`src/rtl/core/sct_pkg.sv`:
```
// Shared types and constants for the shell command tokenizer.
// Token kind and quote codes, byte codes, record and record-group types.
// No dependencies.
`timescale 1ns / 1ps
`default_nettype none

package sct_pkg;

	localparam int KIND_W     = 3;
	localparam int QUOTE_W    = 2;
	localparam int POS_OUT_W  = 13;
	localparam int MAX_REC    = 3;
	localparam int CNT_W      = 2;
	localparam int FIFO_DEPTH = 4;
	localparam int PTR_W      = 2;

	localparam logic [KIND_W-1:0] KIND_WORD   = 3'd0;
	localparam logic [KIND_W-1:0] KIND_PIPE   = 3'd1;
	localparam logic [KIND_W-1:0] KIND_IN     = 3'd2;
	localparam logic [KIND_W-1:0] KIND_OUT    = 3'd3;
	localparam logic [KIND_W-1:0] KIND_APPEND = 3'd4;
	localparam logic [KIND_W-1:0] KIND_END    = 3'd5;

	// lexer mode and quote kind share one encoding
	localparam logic [QUOTE_W-1:0] MODE_UNQ = 2'd0;
	localparam logic [QUOTE_W-1:0] MODE_SQ  = 2'd1;
	localparam logic [QUOTE_W-1:0] MODE_DQ  = 2'd2;

	localparam logic [7:0] CH_SQUOTE = 8'h27;
	localparam logic [7:0] CH_DQUOTE = 8'h22;
	localparam logic [7:0] CH_PIPE   = 8'h7C;
	localparam logic [7:0] CH_GT     = 8'h3E;
	localparam logic [7:0] CH_LT     = 8'h3C;
	localparam logic [7:0] CH_SPACE  = 8'h20;
	localparam logic [7:0] CH_TAB    = 8'h09;
	localparam logic [7:0] CH_CR     = 8'h0D;

	typedef struct packed {
		logic [KIND_W-1:0]    kind;
		logic [QUOTE_W-1:0]   quote;
		logic [POS_OUT_W-1:0] first_pos;
		logic [POS_OUT_W-1:0] end_pos;
	} rec_t;

	// up to three records caused by one byte; cnt is 1..3 once queued
	typedef struct packed {
		rec_t [MAX_REC-1:0] rec;
		logic [CNT_W-1:0]   cnt;
	} bundle_t;

	function automatic rec_t mk_rec(
		input logic [KIND_W-1:0]    kind,
		input logic [QUOTE_W-1:0]   quote,
		input logic [POS_OUT_W-1:0] s,
		input logic [POS_OUT_W-1:0] e
	);
		rec_t r;
		r.kind      = kind;
		r.quote     = quote;
		r.first_pos = s;
		r.end_pos   = e;
		return r;
	endfunction

endpackage

`default_nettype wire

```
`src/rtl/core/sct_ifs.sv`:
```
// Valid/ready channel interfaces for the tokenizer: byte input and token output.
// Depends on sct_pkg for field widths.
`timescale 1ns / 1ps
`default_nettype none

interface sct_byte_if;
	import sct_pkg::*;
	logic       valid;
	logic       ready;
	logic [7:0] ch;
	logic       last_byte;

	modport source (output valid, output ch, output last_byte, input ready);
	modport sink   (input valid, input ch, input last_byte, output ready);
endinterface

interface sct_tok_if;
	import sct_pkg::*;
	logic                 valid;
	logic                 ready;
	logic [KIND_W-1:0]    token_kind;
	logic [QUOTE_W-1:0]   quote_kind;
	logic [POS_OUT_W-1:0] first_pos;
	logic [POS_OUT_W-1:0] end_pos;
	logic                 run_last;

	modport source (output valid, output token_kind, output quote_kind, output first_pos,
		output end_pos, output run_last, input ready);
	modport sink   (input valid, input token_kind, input quote_kind, input first_pos,
		input end_pos, input run_last, output ready);
endinterface

`default_nettype wire

```
`src/rtl/core/shell_command_tokenizer.sv`:
```
// Top level of the shell command tokenizer: input register, lexer step, record queue.
// Depends on sct_pkg, sct_ifs, sct_lexer and sct_bundle_fifo.
//
//   channel  dir   beat
//   cmd      in    one command-line byte: ch, last_byte
//   tok      out   one token record: token_kind, quote_kind, first_pos, end_pos, run_last
//
// A byte is registered on acceptance and lexed while the queue is not full; its records
// are written into the record queue and appear on tok from its head.
// cmd takes one byte per cycle while the four-group record queue has room;
// tok delivers one record per cycle while ready is high, a byte's records in order.
// arst_n clears the lexer state, the input valid flag and the queue pointers.
// A stall on tok fills the queue, and then cmd drops ready.
`timescale 1ns / 1ps
`default_nettype none

module shell_command_tokenizer #(
	parameter int MAX_LINE = 4096
) (
	input wire logic  clk,
	input wire logic  arst_n,
	sct_byte_if.sink  cmd,
	sct_tok_if.source tok
);
	import sct_pkg::*;

	logic             v_s1;
	logic [7:0]       ch_s1;
	logic             last_s1;
	logic             step;
	bundle_t          grp;
	bundle_t          head;
	logic             fifo_full, fifo_empty;
	logic             push, pop;
	logic [CNT_W-1:0] idx_q;
	logic             rec_last;
	rec_t             cur;

	assign step      = v_s1 && !fifo_full;
	assign push      = step && (grp.cnt != '0);
	assign cmd.ready = !v_s1 || step;

	always_ff @(posedge clk or negedge arst_n) begin
		if (!arst_n) begin
			v_s1 <= 1'b0;
		end else if (cmd.ready) begin
			v_s1 <= cmd.valid;
		end
	end

	always_ff @(posedge clk) begin
		if (cmd.valid && cmd.ready) begin
			ch_s1   <= cmd.ch;
			last_s1 <= cmd.last_byte;
		end
	end

	sct_lexer #(
		.MAX_LINE(MAX_LINE)
	) u_lexer (
		.clk       (clk),
		.arst_n    (arst_n),
		.step      (step),
		.ch        (ch_s1),
		.last_byte (last_s1),
		.grp       (grp)
	);

	sct_bundle_fifo u_fifo (
		.clk    (clk),
		.arst_n (arst_n),
		.push   (push),
		.wdata  (grp),
		.pop    (pop),
		.head   (head),
		.full   (fifo_full),
		.empty  (fifo_empty)
	);

	// walk the records of the head group, one per beat
	assign cur      = head.rec[idx_q];
	assign rec_last = (idx_q == head.cnt - CNT_W'(1));
	assign pop      = tok.valid && tok.ready && rec_last;

	assign tok.valid      = !fifo_empty;
	assign tok.token_kind = cur.kind;
	assign tok.quote_kind = cur.quote;
	assign tok.first_pos  = cur.first_pos;
	assign tok.end_pos    = cur.end_pos;
	assign tok.run_last   = rec_last;

	always_ff @(posedge clk or negedge arst_n) begin
		if (!arst_n) begin
			idx_q <= '0;
		end else if (tok.valid && tok.ready) begin
			idx_q <= rec_last ? '0 : idx_q + CNT_W'(1);
		end
	end

`ifndef ASSERT_OFF
	a_head_nonempty: assert property (@(posedge clk) disable iff (!arst_n)
		!fifo_empty |-> head.cnt != '0)
		else $error("queued record group is empty");

	a_idx_in_group: assert property (@(posedge clk) disable iff (!arst_n)
		!fifo_empty |-> idx_q < head.cnt)
		else $error("record index beyond its group");

	a_line_end_emits: assert property (@(posedge clk) disable iff (!arst_n)
		step && last_s1 |-> push)
		else $error("final byte produced no records");

	a_idle_index: assert property (@(posedge clk) disable iff (!arst_n)
		fifo_empty |-> idx_q == '0)
		else $error("record index not cleared with empty queue");
`endif

endmodule

`default_nettype wire

```
`src/rtl/core/sct_lexer.sv`:
```
// Lexer state and single-byte step logic: produces the record group for one byte.
// Depends on sct_pkg.
`timescale 1ns / 1ps
`default_nettype none

module sct_lexer #(
	parameter int MAX_LINE = 4096
) (
	input  wire logic             clk,
	input  wire logic             arst_n,
	input  wire logic             step,
	input  wire logic [7:0]       ch,
	input  wire logic             last_byte,
	output sct_pkg::bundle_t      grp
);
	import sct_pkg::*;

	localparam int POS_W = $clog2(MAX_LINE + 1);
	localparam logic [POS_W-1:0] MAX_POS = POS_W'(MAX_LINE);
	localparam int NSLOT = 6;

	logic [QUOTE_W-1:0] mode_q, quote_q;
	logic               pgt_q, started_q, nonempty_q;
	logic [POS_W-1:0]   tstart_q, bpos_q;

	logic [QUOTE_W-1:0] mode_d, quote_d;
	logic               pgt_d, started_d, nonempty_d;
	logic [POS_W-1:0]   tstart_d, bpos_d;

	logic [NSLOT-1:0]   sv;
	rec_t               sr [NSLOT];
	logic [POS_W-1:0]   pos, nxt;
	logic               is_ws;

	assign pos   = bpos_q;
	assign nxt   = (bpos_q == MAX_POS) ? MAX_POS : bpos_q + POS_W'(1);
	assign is_ws = (ch == CH_SPACE) || (ch >= CH_TAB && ch <= CH_CR);

	// slots in emission order: pending '>', word flush, operator,
	// trailing '>', final word flush, end of line
	always_comb begin
		logic         done;
		logic [7:0]   closer;
		mode_d     = mode_q;
		quote_d    = quote_q;
		pgt_d      = pgt_q;
		started_d  = started_q;
		nonempty_d = nonempty_q;
		tstart_d   = tstart_q;
		bpos_d     = nxt;
		done       = 1'b0;
		closer     = (mode_q == MODE_SQ) ? CH_SQUOTE : CH_DQUOTE;
		sv         = '0;
		for (int i = 0; i < NSLOT; i++) begin
			sr[i] = '0;
		end

		if (pgt_q) begin
			pgt_d = 1'b0;
			sv[0] = 1'b1;
			if (ch == CH_GT) begin
				sr[0]    = mk_rec(KIND_APPEND, MODE_UNQ, POS_OUT_W'(tstart_q),
					POS_OUT_W'(pos));
				tstart_d = nxt;
				done     = 1'b1;
			end else begin
				sr[0]    = mk_rec(KIND_OUT, MODE_UNQ, POS_OUT_W'(tstart_q),
					POS_OUT_W'(tstart_q));
				tstart_d = pos;
			end
		end

		if (!done) begin
			if (mode_q == MODE_SQ || mode_q == MODE_DQ) begin
				if (ch == closer) begin
					if (nonempty_d) begin
						sv[1]      = 1'b1;
						sr[1]      = mk_rec(KIND_WORD, quote_d, POS_OUT_W'(tstart_d),
							POS_OUT_W'(pos));
						nonempty_d = 1'b0;
						started_d  = 1'b0;
					end
					mode_d   = MODE_UNQ;
					quote_d  = MODE_UNQ;
					tstart_d = nxt;
				end else begin
					nonempty_d = 1'b1;
				end
			end else if (ch == CH_SQUOTE || ch == CH_DQUOTE || ch == CH_PIPE ||
				ch == CH_LT || ch == CH_GT || is_ws) begin
				// delimiter: close any open word first
				if (nonempty_d) begin
					sv[1]      = 1'b1;
					sr[1]      = mk_rec(KIND_WORD, quote_d, POS_OUT_W'(tstart_d),
						POS_OUT_W'(pos));
					nonempty_d = 1'b0;
					started_d  = 1'b0;
				end
				tstart_d = nxt;
				if (ch == CH_SQUOTE || ch == CH_DQUOTE) begin
					mode_d  = (ch == CH_SQUOTE) ? MODE_SQ : MODE_DQ;
					quote_d = mode_d;
				end else if (ch == CH_PIPE || ch == CH_LT) begin
					sv[2] = 1'b1;
					sr[2] = mk_rec((ch == CH_PIPE) ? KIND_PIPE : KIND_IN, MODE_UNQ,
						POS_OUT_W'(pos), POS_OUT_W'(pos));
				end else if (ch == CH_GT) begin
					pgt_d    = 1'b1;
					tstart_d = pos;
				end
			end else begin
				mode_d  = MODE_UNQ;
				quote_d = MODE_UNQ;
				if (!started_d) begin
					tstart_d  = pos;
					started_d = 1'b1;
				end
				nonempty_d = 1'b1;
			end
		end

		if (last_byte) begin
			if (pgt_d) begin
				sv[3] = 1'b1;
				sr[3] = mk_rec(KIND_OUT, MODE_UNQ, POS_OUT_W'(tstart_d),
					POS_OUT_W'(tstart_d));
			end
			if (nonempty_d) begin
				sv[4] = 1'b1;
				sr[4] = mk_rec(KIND_WORD, quote_d, POS_OUT_W'(tstart_d), POS_OUT_W'(nxt));
			end
			sv[5]      = 1'b1;
			sr[5]      = mk_rec(KIND_END, MODE_UNQ, POS_OUT_W'(nxt), POS_OUT_W'(nxt));
			// line done: back to the reset state
			mode_d     = MODE_UNQ;
			quote_d    = MODE_UNQ;
			pgt_d      = 1'b0;
			started_d  = 1'b0;
			nonempty_d = 1'b0;
			tstart_d   = '0;
			bpos_d     = '0;
		end
	end

	// pack the live slots; anything past the third record is dropped
	always_comb begin
		logic [CNT_W:0] n;
		n   = '0;
		grp = '0;
		for (int i = 0; i < NSLOT; i++) begin
			if (sv[i] && n < (CNT_W+1)'(MAX_REC)) begin
				grp.rec[n[CNT_W-1:0]] = sr[i];
				n = n + (CNT_W+1)'(1);
			end
		end
		grp.cnt = n[CNT_W-1:0];
	end

	always_ff @(posedge clk or negedge arst_n) begin
		if (!arst_n) begin
			mode_q     <= MODE_UNQ;
			quote_q    <= MODE_UNQ;
			pgt_q      <= 1'b0;
			started_q  <= 1'b0;
			nonempty_q <= 1'b0;
			tstart_q   <= '0;
			bpos_q     <= '0;
		end else if (step) begin
			mode_q     <= mode_d;
			quote_q    <= quote_d;
			pgt_q      <= pgt_d;
			started_q  <= started_d;
			nonempty_q <= nonempty_d;
			tstart_q   <= tstart_d;
			bpos_q     <= bpos_d;
		end
	end

endmodule

`default_nettype wire

```
`src/rtl/core/sct_bundle_fifo.sv`:
```
// Small queue of record groups between the lexer step and the token output.
// Depends on sct_pkg.
`timescale 1ns / 1ps
`default_nettype none

module sct_bundle_fifo (
	input  wire logic             clk,
	input  wire logic             arst_n,
	input  wire logic             push,
	input  sct_pkg::bundle_t      wdata,
	input  wire logic             pop,
	output sct_pkg::bundle_t      head,
	output logic                  full,
	output logic                  empty
);
	import sct_pkg::*;

	bundle_t          mem [FIFO_DEPTH];
	logic [PTR_W-1:0] wptr_q, rptr_q;
	logic [PTR_W:0]   count_q;

	assign full  = (count_q == (PTR_W+1)'(FIFO_DEPTH));
	assign empty = (count_q == '0);
	assign head  = mem[rptr_q];

	always_ff @(posedge clk) begin
		if (push) begin
			mem[wptr_q] <= wdata;
		end
	end

	always_ff @(posedge clk or negedge arst_n) begin
		if (!arst_n) begin
			wptr_q  <= '0;
			rptr_q  <= '0;
			count_q <= '0;
		end else begin
			if (push) begin
				wptr_q <= wptr_q + PTR_W'(1);
			end
			if (pop) begin
				rptr_q <= rptr_q + PTR_W'(1);
			end
			if (push && !pop) begin
				count_q <= count_q + (PTR_W+1)'(1);
			end else if (pop && !push) begin
				count_q <= count_q - (PTR_W+1)'(1);
			end
		end
	end

endmodule

`default_nettype wire
```
`src/flat_wrapper.sv`:
```
// flat-port wrapper written by rule: the top's interface ports become plain ports
module shell_command_tokenizer_flat import sct_pkg::*;
#(
	parameter int MAX_LINE = 4096
)
  (clk, arst_n, cmd_valid, cmd_ch, cmd_last_byte, cmd_ready, tok_valid, tok_token_kind, tok_quote_kind, tok_first_pos, tok_end_pos, tok_run_last, tok_ready);
  sct_byte_if cmd_i ();
  sct_tok_if tok_i ();
  input wire logic clk;
  input wire logic arst_n;
  input wire logic [$bits(cmd_i.valid)-1:0] cmd_valid;
  input wire logic [$bits(cmd_i.ch)-1:0] cmd_ch;
  input wire logic [$bits(cmd_i.last_byte)-1:0] cmd_last_byte;
  output wire logic [$bits(cmd_i.ready)-1:0] cmd_ready;
  output wire logic [$bits(tok_i.valid)-1:0] tok_valid;
  output wire logic [$bits(tok_i.token_kind)-1:0] tok_token_kind;
  output wire logic [$bits(tok_i.quote_kind)-1:0] tok_quote_kind;
  output wire logic [$bits(tok_i.first_pos)-1:0] tok_first_pos;
  output wire logic [$bits(tok_i.end_pos)-1:0] tok_end_pos;
  output wire logic [$bits(tok_i.run_last)-1:0] tok_run_last;
  input wire logic [$bits(tok_i.ready)-1:0] tok_ready;
  assign cmd_i.valid = cmd_valid;
  assign cmd_i.ch = cmd_ch;
  assign cmd_i.last_byte = cmd_last_byte;
  assign cmd_ready = cmd_i.ready;
  assign tok_valid = tok_i.valid;
  assign tok_token_kind = tok_i.token_kind;
  assign tok_quote_kind = tok_i.quote_kind;
  assign tok_first_pos = tok_i.first_pos;
  assign tok_end_pos = tok_i.end_pos;
  assign tok_run_last = tok_i.run_last;
  assign tok_i.ready = tok_ready;
  shell_command_tokenizer #(.MAX_LINE(MAX_LINE)) u_core (.clk(clk), .arst_n(arst_n), .cmd(cmd_i), .tok(tok_i));
endmodule
```
`config.mk`:
```
export PLATFORM = sky130hd
export DESIGN_NAME = shell_command_tokenizer_flat
export DESIGN_NICKNAME = d
export VERILOG_FILES = /design/src/rtl/core/sct_pkg.sv /design/src/rtl/core/sct_ifs.sv /design/src/rtl/core/shell_command_tokenizer.sv /design/src/rtl/core/sct_lexer.sv /design/src/rtl/core/sct_bundle_fifo.sv /design/src/flat_wrapper.sv
export SDC_FILE = /design/constraint.sdc
export NUM_CORES = 1
export LEC_CHECK = 0
export BUFFER_PORTS_ARGS = -buffer_cell sky130_fd_sc_hd__buf_2
export CORE_MARGIN = 2
export CORE_UTILIZATION = 35
export CTS_CLUSTER_SIZE = 8
export DETAILED_ROUTE_END_ITERATION = 10
export PLACE_DENSITY_LB_ADDON = 0.08
export SYNTH_ARGS = -nofsm -noshare
export SYNTH_HDL_FRONTEND = slang
export SYNTH_HIERARCHICAL = 1
export SYNTH_SLANG_ARGS = --single-unit
```
`constraint.sdc`:
```
create_clock -name clk -period 7.85 [get_ports clk]
set_clock_uncertainty 0.15 [all_clocks]
set_input_delay 0.3925 -clock clk [delete_from_list [all_inputs] [get_ports clk]]
set_output_delay 0.3925 -clock clk [all_outputs]
set_load 0.005 [all_outputs]
```
Word-level counts from Yosys, hierarchy flattened
Memory sizes are Yosys's and may differ from the RTL's.
Index checks and enable logic that the tools add are counted.
{"block": "totals", "regBits": 52, "latchBits": 0, "ramBits": 380, "romBits": 0, "inputBits": 13, "output_inout_bits": 34, "wordCells": 203, "n_memories": 1}
{"memory": "u_core.u_fifo.mem", "words": 4, "word_bits": 95, "read_ports": 1, "rd_clocked_by_memory_dff": 0, "wr": 1, "line_no": "sct_bundle_fifo.sv:18", "rtl": "bundle_t mem [FIFO_DEPTH];"}
{"block": "classes", "add_sub_neg": 12, "multipliers": 0, "div": 0, "n_lt_le_gt_ge": 18, "n_eq_ne": 15, "n_shift": 0, "n_mux": 106, "n_bitwise": 0, "reduce_logical": 37}
{"operator": "$bwmux 93", "count": 5}
{"operator": "$mux 93", "count": 5}
{"operator": "$mux 31", "count": 11}
{"operator": "$demux 31 s2", "count": 5}
{"operator": "$mux 13", "count": 13}
{"operator": "$mux 62", "count": 2}
{"operator": "$mux 92", "count": 1}
{"operator": "$mux 30", "count": 3}
{"operator": "$mux 28", "count": 3}
{"operator": "$bmux 31 s2", "count": 1}
{"operator": "$eq 8x6->1 const B", "count": 5}
{"operator": "$mux 2", "count": 18}
{"operator": "$mux 1", "count": 31}
{"operator": "$mux 3", "count": 8}
{"operator": "$logic_and 1x1->1", "count": 18}
{"operator": "$lt 2x3->1 const B", "count": 6}
{"operator": "$add 3x1->3 const B", "count": 5}
{"operator": "$lt 3x2->1 const B", "count": 5}
{"operator": "$add 13x1->13 const B", "count": 1}
{"operator": "$eq 13x13->1 const B", "count": 1}
{"operator": "$ge 2x1->1 const B", "count": 5}
{"operator": "$logic_or 1x1->1", "count": 9}
{"operator": "$add 2x1->2 const B", "count": 4}
{"operator": "$eq 8x6->1", "count": 1}
{"operator": "other kinds (17)", "count": 22}

Logic depth before layout (Yosys ltp)
Gate-level depths: netlist of run 1.
{"block": "logic_depth", "ltp_word": 29, "depth_mapped": 29, "mapped_depth_nobuf": 28}

Hierarchy
Netlist of run 1, hierarchy kept.
{"mod": "sct_bundle_fifo", "n_inst": 1, "cells_each": 531, "area_each_um2": 14096.0, "seq_area_each_um2": 11586.1}
{"mod": "sct_lexer", "n_inst": 1, "cells_each": 865, "area_each_um2": 5920.7, "seq_area_each_um2": 825.8}
{"mod": "shell_command_tokenizer", "n_inst": 1, "cells_each": 137, "area_each_um2": 1167.4, "seq_area_each_um2": 345.3}

Worst setup path before layout of run 1
No wires, ideal clock.
{"block": "synth_timing", "path_kind": "register to register", "startpoint": "reg u_core.ch_s1[0]", "endpoint": "mem u_core/u_fifo/mem[1][0] (netlist bit) (enable)", "setup_ps": 465, "t_arrival_ps": 6955, "t_required_ps": 7235, "path_slack_ps": 280, "path_stages_with_launch": 23, "n_path_buf": 2, "synth_period_minus_slack_ps": 7570, "path_cell_list": "edfxtp_1 -> buf_2 -> o21ai_1 -> o221ai_1 -> a311oi_2 -> or2_1 -> buf_2 -> ha_1 -> nor3_1 -> o22ai_2 -> ha_1 -> nand2_1 -> o21ai_0 -> inv_1 -> ha_1 -> nand2b_1 -> a41oi_1 -> a311o_1 -> o211a_1 -> nor2_1 -> xor2_1 -> o21a_1 -> and2_1"}
{"element": "start: declaration", "line_no": "shell_command_tokenizer.sv:28", "rtl": "logic [7:0] ch_s1;"}
{"element": "start signal: assignment", "line_no": "shell_command_tokenizer.sv:53", "rtl": "ch_s1 <= cmd.ch;"}
{"element": "end: declaration", "line_no": "sct_bundle_fifo.sv:18"}

==> results of run 1 <==
[synthesized netlist by cell type (all sizes together), types with 5 or more instances]
library cell / n
edfxtp: 389
o21ai: 103
nand2: 96
mux4: 95
nor2: 72
a21oi: 67
buf: 63
clkbuf: 61
inv: 59
o22ai: 47
dfrtp: 43
a221oi: 37
mux2i: 37
nand3: 30
o221ai: 23
nor3: 21
ha: 20
a211oi: 18
a22oi: 16
and2: 15
a211o: 14
o211ai: 14
and3: 13
xnor2: 13
a221o: 12
nand4: 11
a21o: 10
nand2b: 10
a31oi: 9
nor4: 9
o31ai: 9
or2: 6
xor2: 6
a2bb2oi: 5
nor2b: 5
o21bai: 5
[metrics by stage]
stage / std cells / utilization (%) / worst slack (ns) / total power, W / area [um^2]
2_1_floorplan: 1533 / - / 0.280 / 0.00502 / 21200
3_3_place_gp: 2286 / 37.0 / 1.03 / 0.00600 / 22200
3_5_place_dp: 2286 / 37.0 / 0.967 / 0.00599 / 22200
4_1_cts: 2384 / 40.0 / 0.923 / 0.00844 / 24100
5_1_grt: 2384 / 40.0 / 0.416 / 0.00874 / 24100
6_report: 2384 / 40.0 / 0.846 / 0.00831 / 24100
[what timing repair did]
item                      4_1_cts  5_1_grt
buffers inserted                0        0
hold endpoints to repair       53        0
hold buffers                   11        0
[cells by family after synthesis]
logic type	count (synthesis)
flops	432
compound gates	427
simple gates	313
buf+inv	185
mux	135
fa+ha+maj	22
xor+xnor	19
[final timing paths]
path / end / slack [ns] / depth (start not counted)
max in group asynchronous: u_core/u_fifo/rptr_q[1] / 6.73 / 3
max reg2reg: u_core/u_fifo/mem[3][73] / 0.85 / 21
max: u_core/u_fifo/mem[3][73] / 0.85 / 21
min reg2reg: u_core/u_fifo/count_q[2] / 0.34 / 1
min in group asynchronous: u_core/u_lexer/bpos_q[4] / 0.27 / 3
min: u_core/idx_q[1] / 0.09 / 3
[worst max-delay path, cell delays in order (launching register included)]
cell,delay (ns)
edfxtp_1,0.57
nor4b_1,0.57
o211a_1,0.27
o221ai_1,0.21
or2_1,0.39
ha_1,0.36
nor3_1,0.32
o22ai_2,0.20
ha_1,0.34
nand2_1,0.05
o21ai_0,0.23
inv_1,0.14
ha_1,0.35
nand2b_1,0.11
a41oi_1,0.05
a311o_1,0.38
o211a_1,0.12
nor2_1,0.24
xor2_1,0.36
o21a_1,0.33
and2_4,0.46
buf_4,0.42
[report_power, final]
| group | internal, W | leakage [nW] | switching, W |
|---|---|---|---|
| Clock | 0.00146 | 0.835 | 0.000946 |
| Combinational | 0.00107 | 3.08 | 0.00145 |
| Sequential | 0.00301 | 4.07 | 0.000375 |
| Total | 0.00554 | 7.98 | 0.00277 |
[flip-flops by register name, indices dropped and copies added, names as in the netlist]
| register | flops |
|---|---|
| u_core/u_lexer/quote_q | 2 |
| u_core/u_fifo/mem | 380 |
| u_core/u_fifo/rptr_q | 2 |
| u_core/u_lexer/mode_q | 2 |
| u_core/u_lexer/started_q | 1 |
| u_core/u_lexer/nonempty_q | 1 |
| u_core/last_s1 | 1 |
| u_core/ch_s1 | 8 |
| u_core/u_lexer/pgt_q | 1 |
| u_core/u_fifo/count_q | 3 |
| u_core/u_lexer/tstart_q | 13 |
| u_core/idx_q | 2 |
| u_core/v_s1 | 1 |
| u_core/u_lexer/bpos_q | 13 |
| u_core/u_fifo/wptr_q | 2 |
[per-layer routing]
| layer | up-vias | wire, um |
|---|---|---|
| met5 | - | 0 |
| met4 | 0 | 1780 |
| met3 | 126 | 5070 |
| met2 | 661 | 30400 |
| met1 | 7499 | 31300 |
| li1 | 6212 | - |
[layout make-up]
cell class                 instances  area, um^2  area share [%]
sequential                       432       12800            53.0
multi-input combinational        916        7570            31.5
clock buffer                      82        1640            6.80
tap                              782         978            4.07
timing repair buffer             106         796            3.31
inverter                          61         229           0.951
clock inverter                     5        90.1           0.374
==> metrics.txt, run 1 <==
outcome completed; CP Max Fanout 23; Synth async-reset ratio roughly a tenth; Synth Flop Type edfxtp_1; Worst EP required about 8.0 ns; Setup TNS 0 ns; fin nets around 1600; Slew headroom 22.8%; average cell area after synthesis 13.8 um^2; Unique masters post-synth 92; top-area cell type share of the netlist area between 50% and 60%; Setup CP Type reg -> reg; Initial Util between 30% and 40%; Setup crit start u_core/ch_s1[6]; Post-Synth Adder-Cell Area under 10%; area delta synth->final 13.6%; Chip Width ~250 um; Total Routed Length just under 70000 um; layout cells sized above 1 a little under a fifth; maximum vdd drop roughly 0.18 mV; GRT busiest layer met2; post-DR wirelength/cell between 20 and 30 um; RSZ-0062 raised after global routing false; Die Ht between 200 and 300 um; Die ar. 62500 um^2; total gr overflow 0; Critical Path AT just over 7 ns; Routed Antenna Nets 0; htree depth 2; fillcell total roughly 5600; post-synthesis sequential area ratio 60.2%; max-slew violation count 0; via count around 14000; initial DRC count ~1600; CP endpoint kind register; most common cell after layout, fill and taps aside edfxtp_1; I/O pin count 47; Final min period about 7 ns; Leak 7.98 nW; Final Hold Fails 0; cts bufs inserted just over 60; met2 Resource Use GR 32.8%; grt met3 use under 10%; largest cells by area after synthesis edfxtp_1 (55%), mux4_2 (10%), dfrtp_1 (5.1%); worst-skew pair later-pin latency around 0.62 ns; final hold slack approximately 0.092 ns; main combinational cell family by area after synthesis compound AO/OA/AOI/OAI gates; core footprint 60100 um^2; via count of the first global-routing pass around 14000; Post-Synth Simple-Gate Area 7.47%; Placer Congestion 0.948; CTS Buffer Depth 3; most frequent cells in the layout edfxtp_1 (389), nand2_1 (95), mux4_2 (95); CTS tree built; Reg2Reg Launch Point u_core/ch_s1[6]; Mapped Nets 1568; Hold Path Origin tok_ready; compound-gate portion of the synthesized area 14.0%; Max Clk Rate approximately 0.14 GHz; row count 90; critical path launch point type register; antenna violations before repair 2; Synthesis Warnings 6; Synth area leader edfxtp_1; post-synthesis mux area share approximately 12%; gr usage total between 20% and 30%; final period utilization between 80% and 90%; first-pass GRT wire length roughly 100000 um; Setup-failing EPs final 0; post-synthesis xor/xnor area fraction 0.786%; Syn Inst Count roughly 1500; clk sink count between 400 and 500; met1 Use GR between 30% and 40%; largest net degree at the start of global routing 51; clock-pin slew on the worst setup and hold paths about 0.06 ns; post-CTS resize count 0; Port Buffers 46; Post-synth EDFFs about 390; DR pass1 iterations 6; ANT cells 0; mean number of vias per cell between 6 and 7; Least-Margin Pin Slew around 1.1 ns; # DRC 0; Max Cap Violations 0; Seq cells post-synth approximately 430; PD cells around 350 nW/um^2; synthesized area 21200 um^2; root buffer cell clkbuf_16; worst hold path type in -> reg; DP Wirelength between 40000 and 50000 um
No activity file was read; power rests on OpenSTA's default activity.
==> run 2: changes to the inputs <==
--- a/config.mk
+++ b/config.mk
@@ -6,6 +6,8 @@
 export NUM_CORES = 1
 export LEC_CHECK = 0
 export BUFFER_PORTS_ARGS = -buffer_cell sky130_fd_sc_hd__buf_2
+export CELL_PAD_IN_SITES_DETAIL_PLACEMENT = 1
+export CELL_PAD_IN_SITES_GLOBAL_PLACEMENT = 1
 export CORE_MARGIN = 2
 export CORE_UTILIZATION = 35
 export CTS_CLUSTER_SIZE = 8
==> run 2 against run 1 <==
  * Hold slack better by 0.059 ns
  * Final cell count up 0.17%
  * Critical path depth is 1 higher
  * First-iteration DRC count is 24% lower
  * Setup slack got worse by 0.18 ns
  * Core utilization is essentially flat
  * Register-to-register slack worse by 0.18 ns
  * Critical endpoint is now u_core/u_fifo/mem[0][59]
  * Largest power group unchanged
==> metrics.txt, run 2 (synthesized netlist as in run 1, its figures left out) <==
outcome completed; Worst R2R End u_core/u_fifo/mem[0][59]; Die ar. approximately 63000 um^2; grt met3 use between 3 and 4%; Switch Pwr 0.00281 W; clk sink count about 430; Comb power frac a little under a third; Final Hold Fails 0; Top Registers u_core/u_fifo/mem (380), u_core/u_lexer/bpos_q (13), u_core/u_lexer/tstart_q (13); via count of the first global-routing pass about 15000; switch share about a third; Worst Reg2Reg Path Length in Cells 22; register area 12800 um^2; # Post-CTS Setup Buffers 0; Max Cap Violations 0; Slew headroom about a quarter; multi-input combinational cell area roughly 7600 um^2; initial DRC count approximately 1200; critical path launch point type register; total gr overflow 0; Final min period slightly above 7 ns; Worst EP required 8.00 ns; htree depth 2; Power Total roughly 0.0083 W; DP Wirelength 47800 um; core footprint approximately 60000 um^2; most common cell after layout, fill and taps aside edfxtp_1; Hold Path Origin tok_ready; clock-pin slew on the worst setup and hold paths 0.05 ns; fillcell total between 6000 and 7000; Final Util between 30% and 40%; cts bufs inserted between 60 and 70; most frequent cells in the layout edfxtp_1 (389), nand2_1 (95), mux4_2 (95); largest net degree at the start of global routing 50; via count approximately 14000; # DRC 0; Clk network pwr share between 20% and 30%; worst-skew pair later-pin latency 0.64 ns; met1 Use GR between 30% and 40%; Setup TNS 0 ns; gr usage total between 20% and 30%; final period utilization between 90% and 100%; PD cells between 300 and 400 nW/um^2; Setup CP Type reg -> reg; Placement Cell Area between 20000 and 25000 um^2; CP Max Fanout 42; r2r setup slk 0.67 ns; Port Buffers 46; met2 Resource Use GR about a third; Initial Util a little over a third; Setup-failing EPs final 0; Routed Antenna Nets 0; worst hold path type in -> reg; internal power between 0.005 and 0.006 W; Hold Path End u_core/idx_q[1]; Die Ht 250 um; design area approximately 24000 um^2; first-pass GRT wire length ~100000 um; Reg2Reg Launch Point u_core/ch_s1[7]; max reg flops 380; Least-Margin Pin Slew ~1.1 ns; RSZ-0062 raised after global routing false; row count 90; antenna violations before repair 2; Seq pwr share slightly above 40%; DR pass1 iterations 7; Placer Congestion between 0.8 and 0.9; largest reg by FF count u_core/u_fifo/mem; final worst slack ~0.67 ns; layout cells sized above 1 18.8%; root buffer cell clkbuf_16; maximum vdd drop roughly 0.22 mV; CTS tree built; I/O pin count 47; CP endpoint kind register; Total Routed Length between 70000 and 80000 um; Max Clk Rate 0.139 GHz; dpl ws 0.633 ns; CTS Buffer Depth 3; Leak between 7 and 8 nW; post-DR wirelength/cell roughly 30 um; Chip Width around 250 um; fin nets ~1600; max-slew violation count 0; GRT busiest layer met2; Critical Path AT about 7.3 ns; hold-critical path depth 3; mean number of vias per cell approximately 6; area delta synth->final 13.5%
run 2: timing repair:
action,4_1_cts,5_1_grt
hold buffers,11,0
resized for setup,0,1
hold endpoints to repair,53,0
endpoints found under the setup margin,0,5
run 2: power by group through the flow:
| stage | Clock, W | Combinational [W] | Sequential [W] |
|---|---|---|---|
| CTS | 0.00248 | 0.00258 | 0.00339 |
| finish | 0.00241 | 0.00253 | 0.00338 |
| global route | 0.00258 | 0.00273 | 0.00344 |
| global placement | 0 | 0.00256 | 0.00342 |
| detailed placement | 0 | 0.00256 | 0.00344 |
| floorplan | 0 | 0.00185 | 0.00317 |
run 2: routing by layer:
metal,up-vias,wire [um]
met3,101,4190
met4,0,1490
met2,484,32100
met1,7552,32900
li1,6213,-
met5,-,0
run 2: area by class of cell:
class,instances,share of cell area [%]
Sequential cell,432,53.1
Clock inverter,7,0.500
Clock buffer,85,6.72
Antenna cell,1,0.0104
Multi-Input combinational cell,916,31.5
Tap cell,782,4.07
Inverter,61,0.952
Timing Repair Buffer,104,3.16
run 2: worst max-delay path, stage by stage (launching register included):
cell and delay, ns:
edfxtp_1 0.48, nand4b_2 0.38, a211oi_1 0.41, a311oi_2 0.09, buf_4 0.21, or2_1 0.36
ha_1 0.37, nor3_1 0.32, o22ai_2 0.20, ha_1 0.34, nand2_1 0.05, o21ai_0 0.24
inv_1 0.14, ha_1 0.35, nand2b_1 0.11, a41oi_1 0.05, a311o_1 0.38, o211a_1 0.13
nor2_1 0.26, xor2_1 0.44, o21a_1 0.35, and2_4 0.69, buf_12 0.31
run 2: how the worst max path moves through the flow:
stage          cells after the start                       end       startpoint  slack, ns
2_1_floorplan                     22   u_core/u_fifo/mem[1][0]  u_core/ch_s1[0]       0.28
3_3_place_gp                      21  u_core/u_fifo/mem[1][59]  u_core/ch_s1[7]       0.81
3_5_place_dp                      21  u_core/u_fifo/mem[1][59]  u_core/ch_s1[7]       0.63
4_1_cts                           22  u_core/u_fifo/mem[1][59]  u_core/ch_s1[7]       0.62
5_1_grt                           22  u_core/u_fifo/mem[0][60]  u_core/ch_s1[7]       0.02
6_report                          22  u_core/u_fifo/mem[0][59]  u_core/ch_s1[7]       0.67
run 2: per-stage QoR:
step                      hold slack (ns)  std cells
after floorplan                   -0.0531       1533
after global placement              0.334       2284
after detailed placement            0.347       2284
after CTS                           0.103       2387
after global routing                0.132       2387
final                               0.150       2388
==> run 3: changes to the inputs <==
--- a/config.mk
+++ b/config.mk
@@ -7,11 +7,13 @@
 export LEC_CHECK = 0
 export BUFFER_PORTS_ARGS = -buffer_cell sky130_fd_sc_hd__buf_2
 export CELL_PAD_IN_SITES_DETAIL_PLACEMENT = 1
-export CELL_PAD_IN_SITES_GLOBAL_PLACEMENT = 1
+export CELL_PAD_IN_SITES_GLOBAL_PLACEMENT = 2
 export CORE_MARGIN = 2
 export CORE_UTILIZATION = 35
+export CTS_CLUSTER_DIAMETER = 200
 export CTS_CLUSTER_SIZE = 8
 export DETAILED_ROUTE_END_ITERATION = 10
+export HOLD_SLACK_MARGIN = 0.03
 export PLACE_DENSITY_LB_ADDON = 0.08
 export SYNTH_ARGS = -nofsm -noshare
 export SYNTH_HDL_FRONTEND = slang
==> run 3 against run 2 <==
  * Final cell count increased by 0.25%
  * Largest power group unchanged
  * Count of clock-buffer cells in the layout rose by 8
  * Wire length grew 1.4%
  * Cell area fell by 0.14%
  * Maximum frequency up 0.47%
  * Core utilization decreased by 0.054 points
  * Global-route usage is 0.49 points higher
  * Register-to-register slack improved by 0.03 ns
==> metrics.txt, run 3 (synthesized netlist as in run 1, its figures left out) <==
Max Cap Violations 0; CTS tree built; grt met3 use roughly 3.5%; GRT busiest layer met2; fin nets around 1600; worst-skew pair later-pin latency about 0.63 ns; total gr overflow 0; Routed Antenna Nets 0; Reg2Reg Launch Point u_core/ch_s1[7]; outcome completed; via count of the first global-routing pass 14826; Setup TNS 0 ns; DR pass1 iterations 5; Slew headroom 23.5%; maximum vdd drop 0.180 mV; CP Max Fanout 37; r2r setup slk roughly 0.70 ns; Worst R2R End u_core/u_fifo/mem[3][38]; ANT cells 0; Hold Path End u_core/idx_q[1]; first-pass GRT wire length about 110000 um; htree depth 2; cts bufs inserted 59; Final Hold Fails 0; Placer Congestion ~0.83; worst hold path type in -> reg; Leak 7.94 nW; Worst Reg2Reg Path Length in Cells 22; Die ar. roughly 63000 um^2; root buffer cell clkbuf_16; critical path launch point type register; max-slew violation count 0; CTS Buffer Depth 3; layout cells sized above 1 a little under a fifth; via count 14248; gr usage total 23.1%; largest reg by FF count u_core/u_fifo/mem; fillcell total a little over 6000; Total Routed Length 71700 um; Placement Cell Area approximately 22000 um^2; Top Registers u_core/u_fifo/mem (380), u_core/u_lexer/bpos_q (13), u_core/u_lexer/tstart_q (13); Port Buffers between 40 and 50; final hold slack around 0.087 ns; core footprint approximately 60000 um^2; most common cell after layout, fill and taps aside edfxtp_1; Final min period roughly 7.1 ns; largest net degree at the start of global routing 47; antenna violations before repair 0; mean number of vias per cell 5.95; Chip Width 250 um; Critical Path AT around 7.3 ns; post-DR wirelength/cell ~30 um; max reg flops 380; Setup CP Type reg -> reg; Worst EP required ~8.0 ns; met1 Use GR 33.3%; Least-Margin Pin Slew around 1.1 ns; Die Ht around 250 um; Initial Util 35.2%; DP Wirelength 49000 um; final period utilization about nine tenths; # DRC 0; clock-pin slew on the worst setup and hold paths roughly 0.05 ns; row count 90; Max Clk Rate 0.140 GHz; hold-critical path depth 3; post-CTS resize count 0; design area about 24000 um^2; Hold Path Origin tok_ready; met2 Resource Use GR a little over a third; clk sink count ~430; most frequent cells in the layout edfxtp_1 (389), nand2_1 (95), mux4_2 (95); Power Total just over 0.008 W; PD cells roughly 340 nW/um^2; initial DRC count around 1100; I/O pin count 47; area delta synth->final 13.3%; CP endpoint kind register; Setup-failing EPs final 0; RSZ-0062 raised after global routing false
-- run 3: changes by cell type in the layout (fill, tap and decap cells not counted), moves of 2 or more --
cell       change
clkinv_2       -2
buf_4          +3
clkbuf_1      +10
clkbuf_16      -2
-- run 3: cell type report --
type / instances / area (um^2) / share of cell area [%]
Sequential cell: 432 / 12800 / 53.2
Multi-Input combinational cell: 916 / 7570 / 31.5
Clock buffer: 93 / 1600 / 6.68
Clock inverter: 3 / 66.3 / 0.276
Tap cell: 782 / 978 / 4.08
Timing Repair Buffer: 107 / 791 / 3.29
Inverter: 61 / 229 / 0.954
-- run 3: report_power, final --
group	leakage (nW)	switching, W	internal (W)
combinational	3.08	0.00160	0.00106
sequential	4.07	0.000249	0.00301
clock	0.795	0.000960	0.00138
total	7.94	0.00281	0.00546
-- run 3: worst max-delay path by stage --
stage                               start                  endpoint  slack (ns)  cells after the start
after floorplan           u_core/ch_s1[0]   u_core/u_fifo/mem[1][0]        0.28                     22
after global placement    u_core/ch_s1[7]  u_core/u_fifo/mem[2][43]        0.88                     21
after detailed placement  u_core/ch_s1[7]  u_core/u_fifo/mem[2][21]        0.67                     22
after CTS                 u_core/ch_s1[7]  u_core/u_fifo/mem[2][21]        0.65                     22
after global routing      u_core/ch_s1[7]  u_core/u_fifo/mem[2][21]        0.13                     21
final                     u_core/ch_s1[7]  u_core/u_fifo/mem[3][38]        0.70                     22
-- run 3: metal layers --
layer | vias to the layer above | part of all wire [%] | wire length (um)
met5 | - | 0 | 0
met4 | 0 | 1.9 | 1370
met3 | 90 | 6.0 | 4320
met2 | 464 | 46 | 32900
met1 | 7475 | 46 | 33100
li1 | 6219 | - | -
-- run 3: per-stage QoR --
| stage | util, % | setup slack (ns) | instances |
|---|---|---|---|
| CTS | 39.9 | 0.647 | 2394 |
| finish | 39.9 | 0.700 | 2394 |
| detailed placement | 37.0 | 0.672 | 2287 |
| global route | 39.9 | 0.126 | 2394 |
| global placement | 37.0 | 0.882 | 2287 |
| floorplan | - | 0.280 | 1533 |
-- run 3: repair_timing --
item / CTS / global route
endpoints found under the hold margin: 53 / 0
hold buffers: 11 / 0
setup buffers: 0 / 0
-- run 3: critical path: stages (launching register included) --
cell,delay [ns]
edfxtp_1,0.48
nand4b_2,0.38
a211oi_1,0.41
a311oi_2,0.08
buf_4,0.20
or2_1,0.37
ha_1,0.38
nor3_1,0.31
o22ai_2,0.20
ha_1,0.34
nand2_1,0.05
o21ai_0,0.23
inv_1,0.16
ha_1,0.36
nand2b_1,0.12
a41oi_1,0.05
a311o_1,0.40
o211a_1,0.13
nor2_1,0.24
xor2_1,0.40
o21a_1,0.43
and2_4,0.57
buf_12,0.33
